--- src/rtl/assert_macros.svh ---
`ifndef ASSERT_MACROS_SVH
`define ASSERT_MACROS_SVH

// implication checked on every rising edge outside reset
`define SEPA_ASSERT(lbl, prop, msg) \
  lbl: assert property (@(posedge clk_i) disable iff (!rst_ni) (prop)) else $error(msg);

// condition that must never hold
`define SEPA_NEVER(lbl, cond, msg) \
  lbl: assert property (@(posedge clk_i) disable iff (!rst_ni) !(cond)) else $error(msg);

`endif

--- src/rtl/sepa_pkg.sv ---
package sepa_pkg;

  localparam int unsigned MaxExtentsDef = 16;
  localparam int unsigned ResultCap     = 16;
  localparam int unsigned NW            = $clog2(ResultCap + 1);
  localparam int unsigned KW            = $clog2(ResultCap);

  localparam logic [1:0] ReqAlloc = 2'd0;
  localparam logic [1:0] ReqFree  = 2'd1;
  localparam logic [1:0] ReqInit  = 2'd2;

  localparam logic [1:0] StatusOk   = 2'd0;
  localparam logic [1:0] StatusOom  = 2'd1;
  localparam logic [1:0] StatusFull = 2'd2;

  localparam logic CfgTotal    = 1'b0;
  localparam logic CfgReserved = 1'b1;

  localparam logic [15:0] ResetTotal    = 16'd4096;
  localparam logic [15:0] ResetReserved = 16'd0;

  typedef struct packed {
    logic accept;
    logic step;
    logic finish;
    logic emit_next;
  } cmd_t;

  typedef struct packed {
    logic step_ok;
    logic last;
  } sts_t;

endpackage

--- src/rtl/sorted_extent_page_allocator.sv ---
// Free-extent page allocator that takes pages from the lowest-addressed
// extents first. Each request gives one result per granted piece (alloc,
// at most 16 pieces, or a single result if none is granted) or a single
// result (free, reinit, no-op). An alloc runs a single table-walk step
// that takes from the lowest extent each cycle, then the results are emitted.
// Only one request is in flight; the input stalls until its last result is
// taken.
module sorted_extent_page_allocator #(
  parameter int unsigned MaxExtents = sepa_pkg::MaxExtentsDef
) (
  input  logic        clk_i,
  input  logic        rst_ni,
  input  logic        cfg_we_i,
  input  logic        cfg_idx_i,
  input  logic [15:0] cfg_data_i,
  input  logic        in_valid_i,
  output logic        in_stall_o,
  input  logic [1:0]  req_type_i,
  input  logic [15:0] page_count_i,
  input  logic [15:0] page_address_i,
  output logic        out_valid_o,
  input  logic        out_stall_i,
  output logic [15:0] extent_start_o,
  output logic [15:0] extent_length_o,
  output logic [1:0]  status_o,
  output logic [15:0] pages_in_use_o,
  output logic        last_o
);

  sepa_pkg::cmd_t cmd;
  sepa_pkg::sts_t sts;

  sepa_ctrl u_ctrl (
    .clk_i       (clk_i),
    .rst_ni      (rst_ni),
    .in_valid_i  (in_valid_i),
    .in_stall_o  (in_stall_o),
    .req_type_i  (req_type_i),
    .out_valid_o (out_valid_o),
    .out_stall_i (out_stall_i),
    .sts_i       (sts),
    .cmd_o       (cmd)
  );

  sepa_dp #(
    .MaxExtents (MaxExtents)
  ) u_dp (
    .clk_i           (clk_i),
    .rst_ni          (rst_ni),
    .cfg_we_i        (cfg_we_i),
    .cfg_idx_i       (cfg_idx_i),
    .cfg_data_i      (cfg_data_i),
    .cmd_i           (cmd),
    .sts_o           (sts),
    .req_type_i      (req_type_i),
    .page_count_i    (page_count_i),
    .page_address_i  (page_address_i),
    .extent_start_o  (extent_start_o),
    .extent_length_o (extent_length_o),
    .status_o        (status_o),
    .pages_in_use_o  (pages_in_use_o),
    .last_o          (last_o)
  );

endmodule

--- src/rtl/sepa_ctrl.sv ---
`include "assert_macros.svh"

module sepa_ctrl (
  input  logic              clk_i,
  input  logic              rst_ni,
  input  logic              in_valid_i,
  output logic              in_stall_o,
  input  logic [1:0]        req_type_i,
  output logic              out_valid_o,
  input  logic              out_stall_i,
  input  sepa_pkg::sts_t    sts_i,
  output sepa_pkg::cmd_t    cmd_o
);

  localparam logic [1:0] StIdle  = 2'd0;
  localparam logic [1:0] StAlloc = 2'd1;
  localparam logic [1:0] StEmit  = 2'd2;

  logic [1:0] state_q, state_d;
  logic       accept;

  assign in_stall_o  = (state_q != StIdle);
  assign out_valid_o = (state_q == StEmit);
  assign accept      = in_valid_i && !in_stall_o;

  always_comb begin
    state_d = state_q;
    cmd_o   = '0;
    unique case (state_q)
      StIdle: begin
        if (accept) begin
          cmd_o.accept = 1'b1;
          state_d = (req_type_i == sepa_pkg::ReqAlloc) ? StAlloc : StEmit;
        end
      end
      StAlloc: begin
        if (sts_i.step_ok) begin
          cmd_o.step = 1'b1;
        end else begin
          cmd_o.finish = 1'b1;
          state_d = StEmit;
        end
      end
      StEmit: begin
        if (!out_stall_i) begin
          if (sts_i.last) begin
            state_d = StIdle;
          end else begin
            cmd_o.emit_next = 1'b1;
          end
        end
      end
      default: state_d = StIdle;
    endcase
  end

  always_ff @(posedge clk_i or negedge rst_ni) begin
    if (!rst_ni) begin
      state_q <= StIdle;
    end else begin
      state_q <= state_d;
    end
  end

  `SEPA_ASSERT(a_accept_idle, accept |-> state_q == StIdle, "request accepted while busy")
  `SEPA_ASSERT(a_alloc_done, (state_q == StAlloc && !sts_i.step_ok) |=> state_q == StEmit, "alloc did not finish")
  `SEPA_ASSERT(a_last_idle, (out_valid_o && !out_stall_i && sts_i.last) |=> state_q == StIdle, "no return to idle after last")
  `SEPA_NEVER(a_one_cmd, !$onehot0(cmd_o), "several commands at once")

endmodule

--- src/rtl/sepa_dp.sv ---
module sepa_dp #(
  parameter int unsigned MaxExtents = sepa_pkg::MaxExtentsDef
) (
  input  logic           clk_i,
  input  logic           rst_ni,
  input  logic           cfg_we_i,
  input  logic           cfg_idx_i,
  input  logic [15:0]    cfg_data_i,
  input  sepa_pkg::cmd_t cmd_i,
  output sepa_pkg::sts_t sts_o,
  input  logic [1:0]     req_type_i,
  input  logic [15:0]    page_count_i,
  input  logic [15:0]    page_address_i,
  output logic [15:0]    extent_start_o,
  output logic [15:0]    extent_length_o,
  output logic [1:0]     status_o,
  output logic [15:0]    pages_in_use_o,
  output logic           last_o
);

  localparam int unsigned CntW = $clog2(MaxExtents + 1);
  localparam int unsigned NW   = sepa_pkg::NW;
  localparam int unsigned KW   = sepa_pkg::KW;

  logic [15:0] total_q, reserved_q;
  logic [15:0] st_q [MaxExtents];
  logic [15:0] ln_q [MaxExtents];
  logic [15:0] st_d [MaxExtents];
  logic [15:0] ln_d [MaxExtents];
  logic [CntW-1:0] cnt_q, cnt_d;
  logic [15:0] used_q, used_d;
  logic [15:0] rem_q, rem_d;
  logic [NW-1:0] n_q, n_d;
  logic [KW-1:0] k_q, k_d;
  logic [1:0]  status_q, status_d;
  logic [15:0] pst_q [sepa_pkg::ResultCap];
  logic [15:0] pln_q [sepa_pkg::ResultCap];

  logic [15:0] take, adv_s, adv_l;
  logic        whole;
  logic [MaxExtents-1:0] lt_adv, lt_ins;

  assign take  = (ln_q[0] < rem_q) ? ln_q[0] : rem_q;
  assign whole = (take == ln_q[0]);
  assign adv_s = st_q[0] + take;
  assign adv_l = ln_q[0] - take;

  always_comb begin
    for (int j = 0; j < MaxExtents; j++) begin
      lt_adv[j] = (j >= 1) && (CntW'(j) < cnt_q) && (st_q[j] < adv_s);
      lt_ins[j] = (CntW'(j) < cnt_q) && (st_q[j] < page_address_i);
    end
  end

  assign sts_o.step_ok = (rem_q != '0) && (cnt_q != '0) && (n_q < NW'(sepa_pkg::ResultCap));
  assign sts_o.last    = (n_q == '0) || ({1'b0, k_q} == n_q - NW'(1));

  always_comb begin
    st_d     = st_q;
    ln_d     = ln_q;
    cnt_d    = cnt_q;
    used_d   = used_q;
    rem_d    = rem_q;
    n_d      = n_q;
    k_d      = k_q;
    status_d = status_q;
    if (cmd_i.accept) begin
      n_d      = '0;
      k_d      = '0;
      rem_d    = page_count_i;
      status_d = sepa_pkg::StatusOk;
      case (req_type_i)
        sepa_pkg::ReqFree: begin
          if (page_count_i != '0) begin
            if (cnt_q >= CntW'(MaxExtents)) begin
              status_d = sepa_pkg::StatusFull;
            end else begin
              for (int i = 0; i < MaxExtents; i++) begin
                if (lt_ins[i]) begin
                  st_d[i] = st_q[i];
                  ln_d[i] = ln_q[i];
                end else if (i == 0 || lt_ins[(i == 0) ? 0 : i - 1]) begin
                  st_d[i] = page_address_i;
                  ln_d[i] = page_count_i;
                end else begin
                  st_d[i] = st_q[(i == 0) ? 0 : i - 1];
                  ln_d[i] = ln_q[(i == 0) ? 0 : i - 1];
                end
              end
              cnt_d  = cnt_q + CntW'(1);
              used_d = used_q - page_count_i;
            end
          end
        end
        sepa_pkg::ReqInit: begin
          st_d[0] = reserved_q;
          ln_d[0] = total_q - reserved_q;
          cnt_d   = (reserved_q < total_q) ? CntW'(1) : '0;
          used_d  = reserved_q;
        end
        default: ;
      endcase
    end else if (cmd_i.step) begin
      if (whole) begin
        for (int i = 0; i < MaxExtents - 1; i++) begin
          st_d[i] = st_q[i + 1];
          ln_d[i] = ln_q[i + 1];
        end
        cnt_d = cnt_q - CntW'(1);
      end else begin
        for (int i = 0; i < MaxExtents; i++) begin
          if (i + 1 < MaxExtents && lt_adv[(i + 1 < MaxExtents) ? i + 1 : i]) begin
            st_d[i] = st_q[(i + 1 < MaxExtents) ? i + 1 : i];
            ln_d[i] = ln_q[(i + 1 < MaxExtents) ? i + 1 : i];
          end else if (i == 0 || lt_adv[i]) begin
            st_d[i] = adv_s;
            ln_d[i] = adv_l;
          end
        end
      end
      n_d    = n_q + NW'(1);
      rem_d  = rem_q - take;
      used_d = used_q + take;
    end else if (cmd_i.finish) begin
      status_d = (rem_q != '0) ? sepa_pkg::StatusOom : sepa_pkg::StatusOk;
    end else if (cmd_i.emit_next) begin
      k_d = k_q + KW'(1);
    end
  end

  always_ff @(posedge clk_i or negedge rst_ni) begin
    if (!rst_ni) begin
      total_q    <= sepa_pkg::ResetTotal;
      reserved_q <= sepa_pkg::ResetReserved;
      cnt_q      <= (sepa_pkg::ResetReserved < sepa_pkg::ResetTotal) ? CntW'(1) : '0;
      used_q     <= sepa_pkg::ResetReserved;
      rem_q      <= '0;
      n_q        <= '0;
      k_q        <= '0;
      status_q   <= sepa_pkg::StatusOk;
    end else begin
      if (cfg_we_i) begin
        unique case (cfg_idx_i)
          sepa_pkg::CfgTotal:    total_q    <= cfg_data_i;
          sepa_pkg::CfgReserved: reserved_q <= cfg_data_i;
          default: ;
        endcase
      end
      cnt_q    <= cnt_d;
      used_q   <= used_d;
      rem_q    <= rem_d;
      n_q      <= n_d;
      k_q      <= k_d;
      status_q <= status_d;
    end
  end

  always_ff @(posedge clk_i or negedge rst_ni) begin
    if (!rst_ni) begin
      for (int i = 0; i < MaxExtents; i++) begin
        st_q[i] <= (i == 0) ? sepa_pkg::ResetReserved : '0;
        ln_q[i] <= (i == 0) ? sepa_pkg::ResetTotal - sepa_pkg::ResetReserved : '0;
      end
    end else begin
      st_q <= st_d;
      ln_q <= ln_d;
    end
  end

  always_ff @(posedge clk_i) begin
    if (cmd_i.step) begin
      pst_q[n_q[KW-1:0]] <= st_q[0];
      pln_q[n_q[KW-1:0]] <= take;
    end
  end

  assign extent_start_o  = (n_q == '0) ? '0 : pst_q[k_q];
  assign extent_length_o = (n_q == '0) ? '0 : pln_q[k_q];
  assign status_o        = status_q;
  assign pages_in_use_o  = used_q;
  assign last_o          = sts_o.last;

endmodule

--- config.mk ---
export PLATFORM = sky130hd
export DESIGN_NAME = sorted_extent_page_allocator
export DESIGN_NICKNAME = d
export VERILOG_FILES = /design/src/rtl/sepa_pkg.sv /design/src/rtl/sorted_extent_page_allocator.sv /design/src/rtl/sepa_ctrl.sv /design/src/rtl/sepa_dp.sv
export VERILOG_INCLUDE_DIRS = /design/src /design/src/rtl
export SDC_FILE = /design/constraint.sdc
export NUM_CORES = 2
export LEC_CHECK = 0
export BUFFER_PORTS_ARGS = -buffer_cell sky130_fd_sc_hd__buf_2
export CELL_PAD_IN_SITES_DETAIL_PLACEMENT = 1
export CELL_PAD_IN_SITES_GLOBAL_PLACEMENT = 2
export CORE_AREA = 10 10 416 418
export CTS_CLUSTER_DIAMETER = 100
export DETAILED_ROUTE_END_ITERATION = 10
export DIE_AREA = 0 0 426 428
export GPL_ROUTABILITY_DRIVEN = 0
export PLACE_DENSITY_LB_ADDON = 0.1
export SYNTH_ARGS = -nofsm -noshare
export SYNTH_HDL_FRONTEND = slang
export SYNTH_SLANG_ARGS = --single-unit
--- constraint.sdc ---
create_clock -name clk_i -period 11.34 [get_ports clk_i]
set_input_delay 0.567 -clock clk_i [delete_from_list [all_inputs] [get_ports clk_i]]
set_output_delay 0.567 -clock clk_i [all_outputs]
set_load 0.01 [all_outputs]
==> reports/qor.tcl <==
set qor(p_leak_uw) 0.0327
set qor(core_region_area_sq_mm) 0.164
set qor(dr_total_vias) 58086
set qor(crit_path_capture_type) {register}
set qor(hpwlAfterDp_mm) 198
set qor(critPathRequiredTime_ns) 11.97
set qor(postCtsHoldBufs) 17
set qor(area_delta_synth_final_pct) 10.9
set qor(count_of_flip_flops_with_a_built_in_enable_after_synthesis) 512
set qor(critical_path.n_buffers_inverters) 5
set qor(critical_path_cell_count) 30
set qor(drt_drc_violations_left) 0
set qor(cts-root-buf) {clkbuf_16}
set qor(worst_path_largest_cell_delay_ns) 1.08
set qor(critPathMaxFanout) 64
set qor(fillerInstances) 18015
set qor(detail-route-antenna-nets) 0
set qor(maxSlewHeadroom_pct) 7.03
set qor(worstSetupStartpointType) {register}
set qor(finish.instance_area_sq_mm) 0.0780
set qor(io_pins) 109
set qor(finClkSkew_ns) 0.0446
set qor(syn-mean-instance-area_sq_um) 10.2
set qor(run_status) {finished, final reports clean}
set qor(route.detailed.wl_per_inst_um) 30.4
set qor(die-height_um) 428
set qor(max-clock-path-buffers) 3
set qor(final.min_clock_period_ns) 9.86
set qor(synth_largest_type_area_fraction_pct) 21.9
set qor(grt_util_all_layers_pct) 29.6
set qor(cts_tree) {done}
set qor(synth_area_leaders) {edfxtp_1 (22%), dfrtp_1 (21%), ha_1 (9.5%)}
set qor(synth.net_count) 7472
set qor(criticalPathCategory) {reg -> reg}
set qor(synth_sequential_area_ratio_pct) 43.0
set qor(part_of_the_cycle_the_worst_path_needs_pct) 86.9
set qor(drtPass1Iterations) 8
set qor(power_uw) 9440
set qor(design.die.area_sq_mm) 0.182
set qor(netlist_instances) 6874
set qor(post_synthesis_cell_type_with_the_largest_combined_area) {edfxtp_1}
set qor(die_x_um) 426
set qor(worst-slew-pin-transition_ns) 1.39
set qor(setup_total_negative_slack_ns) 0
set qor(powerDensity_mw_per_mm2) 121
set qor(synth-main-ff-cell) {dfrtp_1}
set qor(post-route-util_pct) 47.4
set qor(grt_first_pass_wirelength_mm) 411
set qor(antenna_found_initial) 10
set qor(number_of_hold_violations_in_the_final_report) 0
set qor(detail_route.vias_per_cell) 6.37
set qor(maxClockFrequency_ghz) 0.101
set qor(place_area_sq_mm) 0.0732
set qor(rsz0062_at_grt) {false}
set qor(num-nets-final) 7407
set qor(critPathArrivalTime_ns) 10.49
set qor(hp-class) {in -> reg}
set qor(num_rows) 149
set qor(ctsHtreeMaxLevel) 4
set qor(post_synthesis_register_bit_count) 1106
set qor(hold-path-cell-count) 2
set qor(io_buffers) 108
set qor(number_of_sinks_on_the_clock_net) 1106
set qor(yosysMostFrequentCell) {nand2_1}
set qor(hold_ws_ns) 0.0843
set qor(post_route_cells_drive_above_1_share_pct) 14.5
set qor(cts_resized) 0
set qor(clkLatencyLatePin_ns) 0.83
set qor(crit_path_top_delay_cell) {a31o_2}
set qor(initial_core_util_pct) 42.7
set qor(yosys_warnings) 0
set qor(routed_wirelength_mm) 277
set qor(report.final.slew_viol_count) 0
set qor(maximum_number_of_pins_on_one_net_before_global_route_repair) 172
set qor(irDropWorstVdd_v) 0.000150
set qor(global_route.overflow_total) 0
set qor(netlist-cell-type-count) 111
set qor(tritoncts.num_buffers) 134
set qor(async_reset_ff_share_pct) 53.7
set qor(cap_violations) 0
set qor(post_cts.repair.setup_buffers) 0
set qor(finish_stage_setup_viols) 0
set qor(synth_area_sq_mm) 0.0703
set qor(post_synth_most_frequent_cells) {nand2_1 (783), o21ai_0 (654), dfrtp_1 (591)}
set qor(path_delay_family) {compound AO/OA/AOI/OAI gates}
set qor(cts.reportedPaths.clkPinSlew_ns) 0.06
set qor(grt_pass1_vias) 59654
set qor(r2r_cells) 30
set qor(drt_iter0_markers) 5368
[sequential cells by signal (all words and copies together) (netlist names)]
register             flops
u_ctrl.state_q           2
u_dp.cnt_q               5
u_dp.k_q                 4
u_dp.ln_q              256
u_dp.n_q                 5
u_dp.pages_in_use_o     16
u_dp.pln_q             256
u_dp.pst_q             256
u_dp.rem_q              16
u_dp.reserved_q         16
u_dp.st_q              256
u_dp.status_o            2
u_dp.total_q            16
[cell type report]
cell class,count,area (sq um),area share (%)
repair buffers,311,2170,2.78
clock inverters,61,796,1.02
clock buffers,186,3730,4.78
multi-input cells,5094,37600,48.3
well taps,2189,2740,3.51
flip-flops and latches,1106,30300,38.8
diodes,10,25.0,0.0321
inverters,162,608,0.780
[report_power, final]
part	internal, uW	switching (uW)
combinational	249	468
clock	2550	1930
sequential	4190	53.1
[layout by cell type (no fill, tap or decap), types with 166 or more instances in the layout]
master	n
dfrtp_1	587
buf_4	182
nor2_1	481
ha_1	536
edfxtp_1	512
mux2i_1	174
a21oi_1	446
mux2_2	203
nand2_1	779
a211oi_1	166
o21ai_0	651
[stage by stage]
stage | instances | worst slack, ns
floorplan | 6874 | 2.89
CTS | 9109 | 1.57
finish | 9119 | 1.48
global route | 9111 | 0.806
global placement | 8845 | 1.79
detailed placement | 8845 | 1.62
[logic make-up (layout without fill, tap and decap cells)]
logic type               after synthesis  count (layout)  synth area share [%]
AO/OA/AOI/OAI                       2172            2172                  20.2
XOR/XNOR                              91              91                  1.23
adder cells (fa/ha/maj)              550             550                  9.83
buffers and inverters                674             720                  3.93
flip-flops                          1106            1106                  43.0
multiplexers                         540             540                  10.9
other                                  0              10                     0
AND/OR/NAND/NOR                     1741            1741                  10.8
[worst paths after layout]
kind / end / start / slack, ns
max in group asynchronous: u_dp.ln_q[17] / rst_ni / 8.85
setup / recovery: u_dp.ln_q[108] / u_dp.rem_q[15] / 1.48
setup reg to reg: u_dp.ln_q[108] / u_dp.rem_q[15] / 1.48
hold / removal: u_ctrl.state_q[0] / req_type_i[1] / 0.08
min in group asynchronous: u_dp.reserved_q[2] / rst_ni / 0.35
hold reg to reg: u_dp.ln_q[14] / u_dp.ln_q[14] / 0.48
[per-layer routing]
layer	up-vias	track usage (%)	share of wire (%)	routed length (um)
li1	25889	-	-	-
met1	29974	40.8	44	122000
met2	1793	47.4	47	129000
met3	428	4.49	5.6	15400
met4	2	10.1	3.6	9900
met5	-	0	0.0040	11
(Power assumes the default switching activity.)
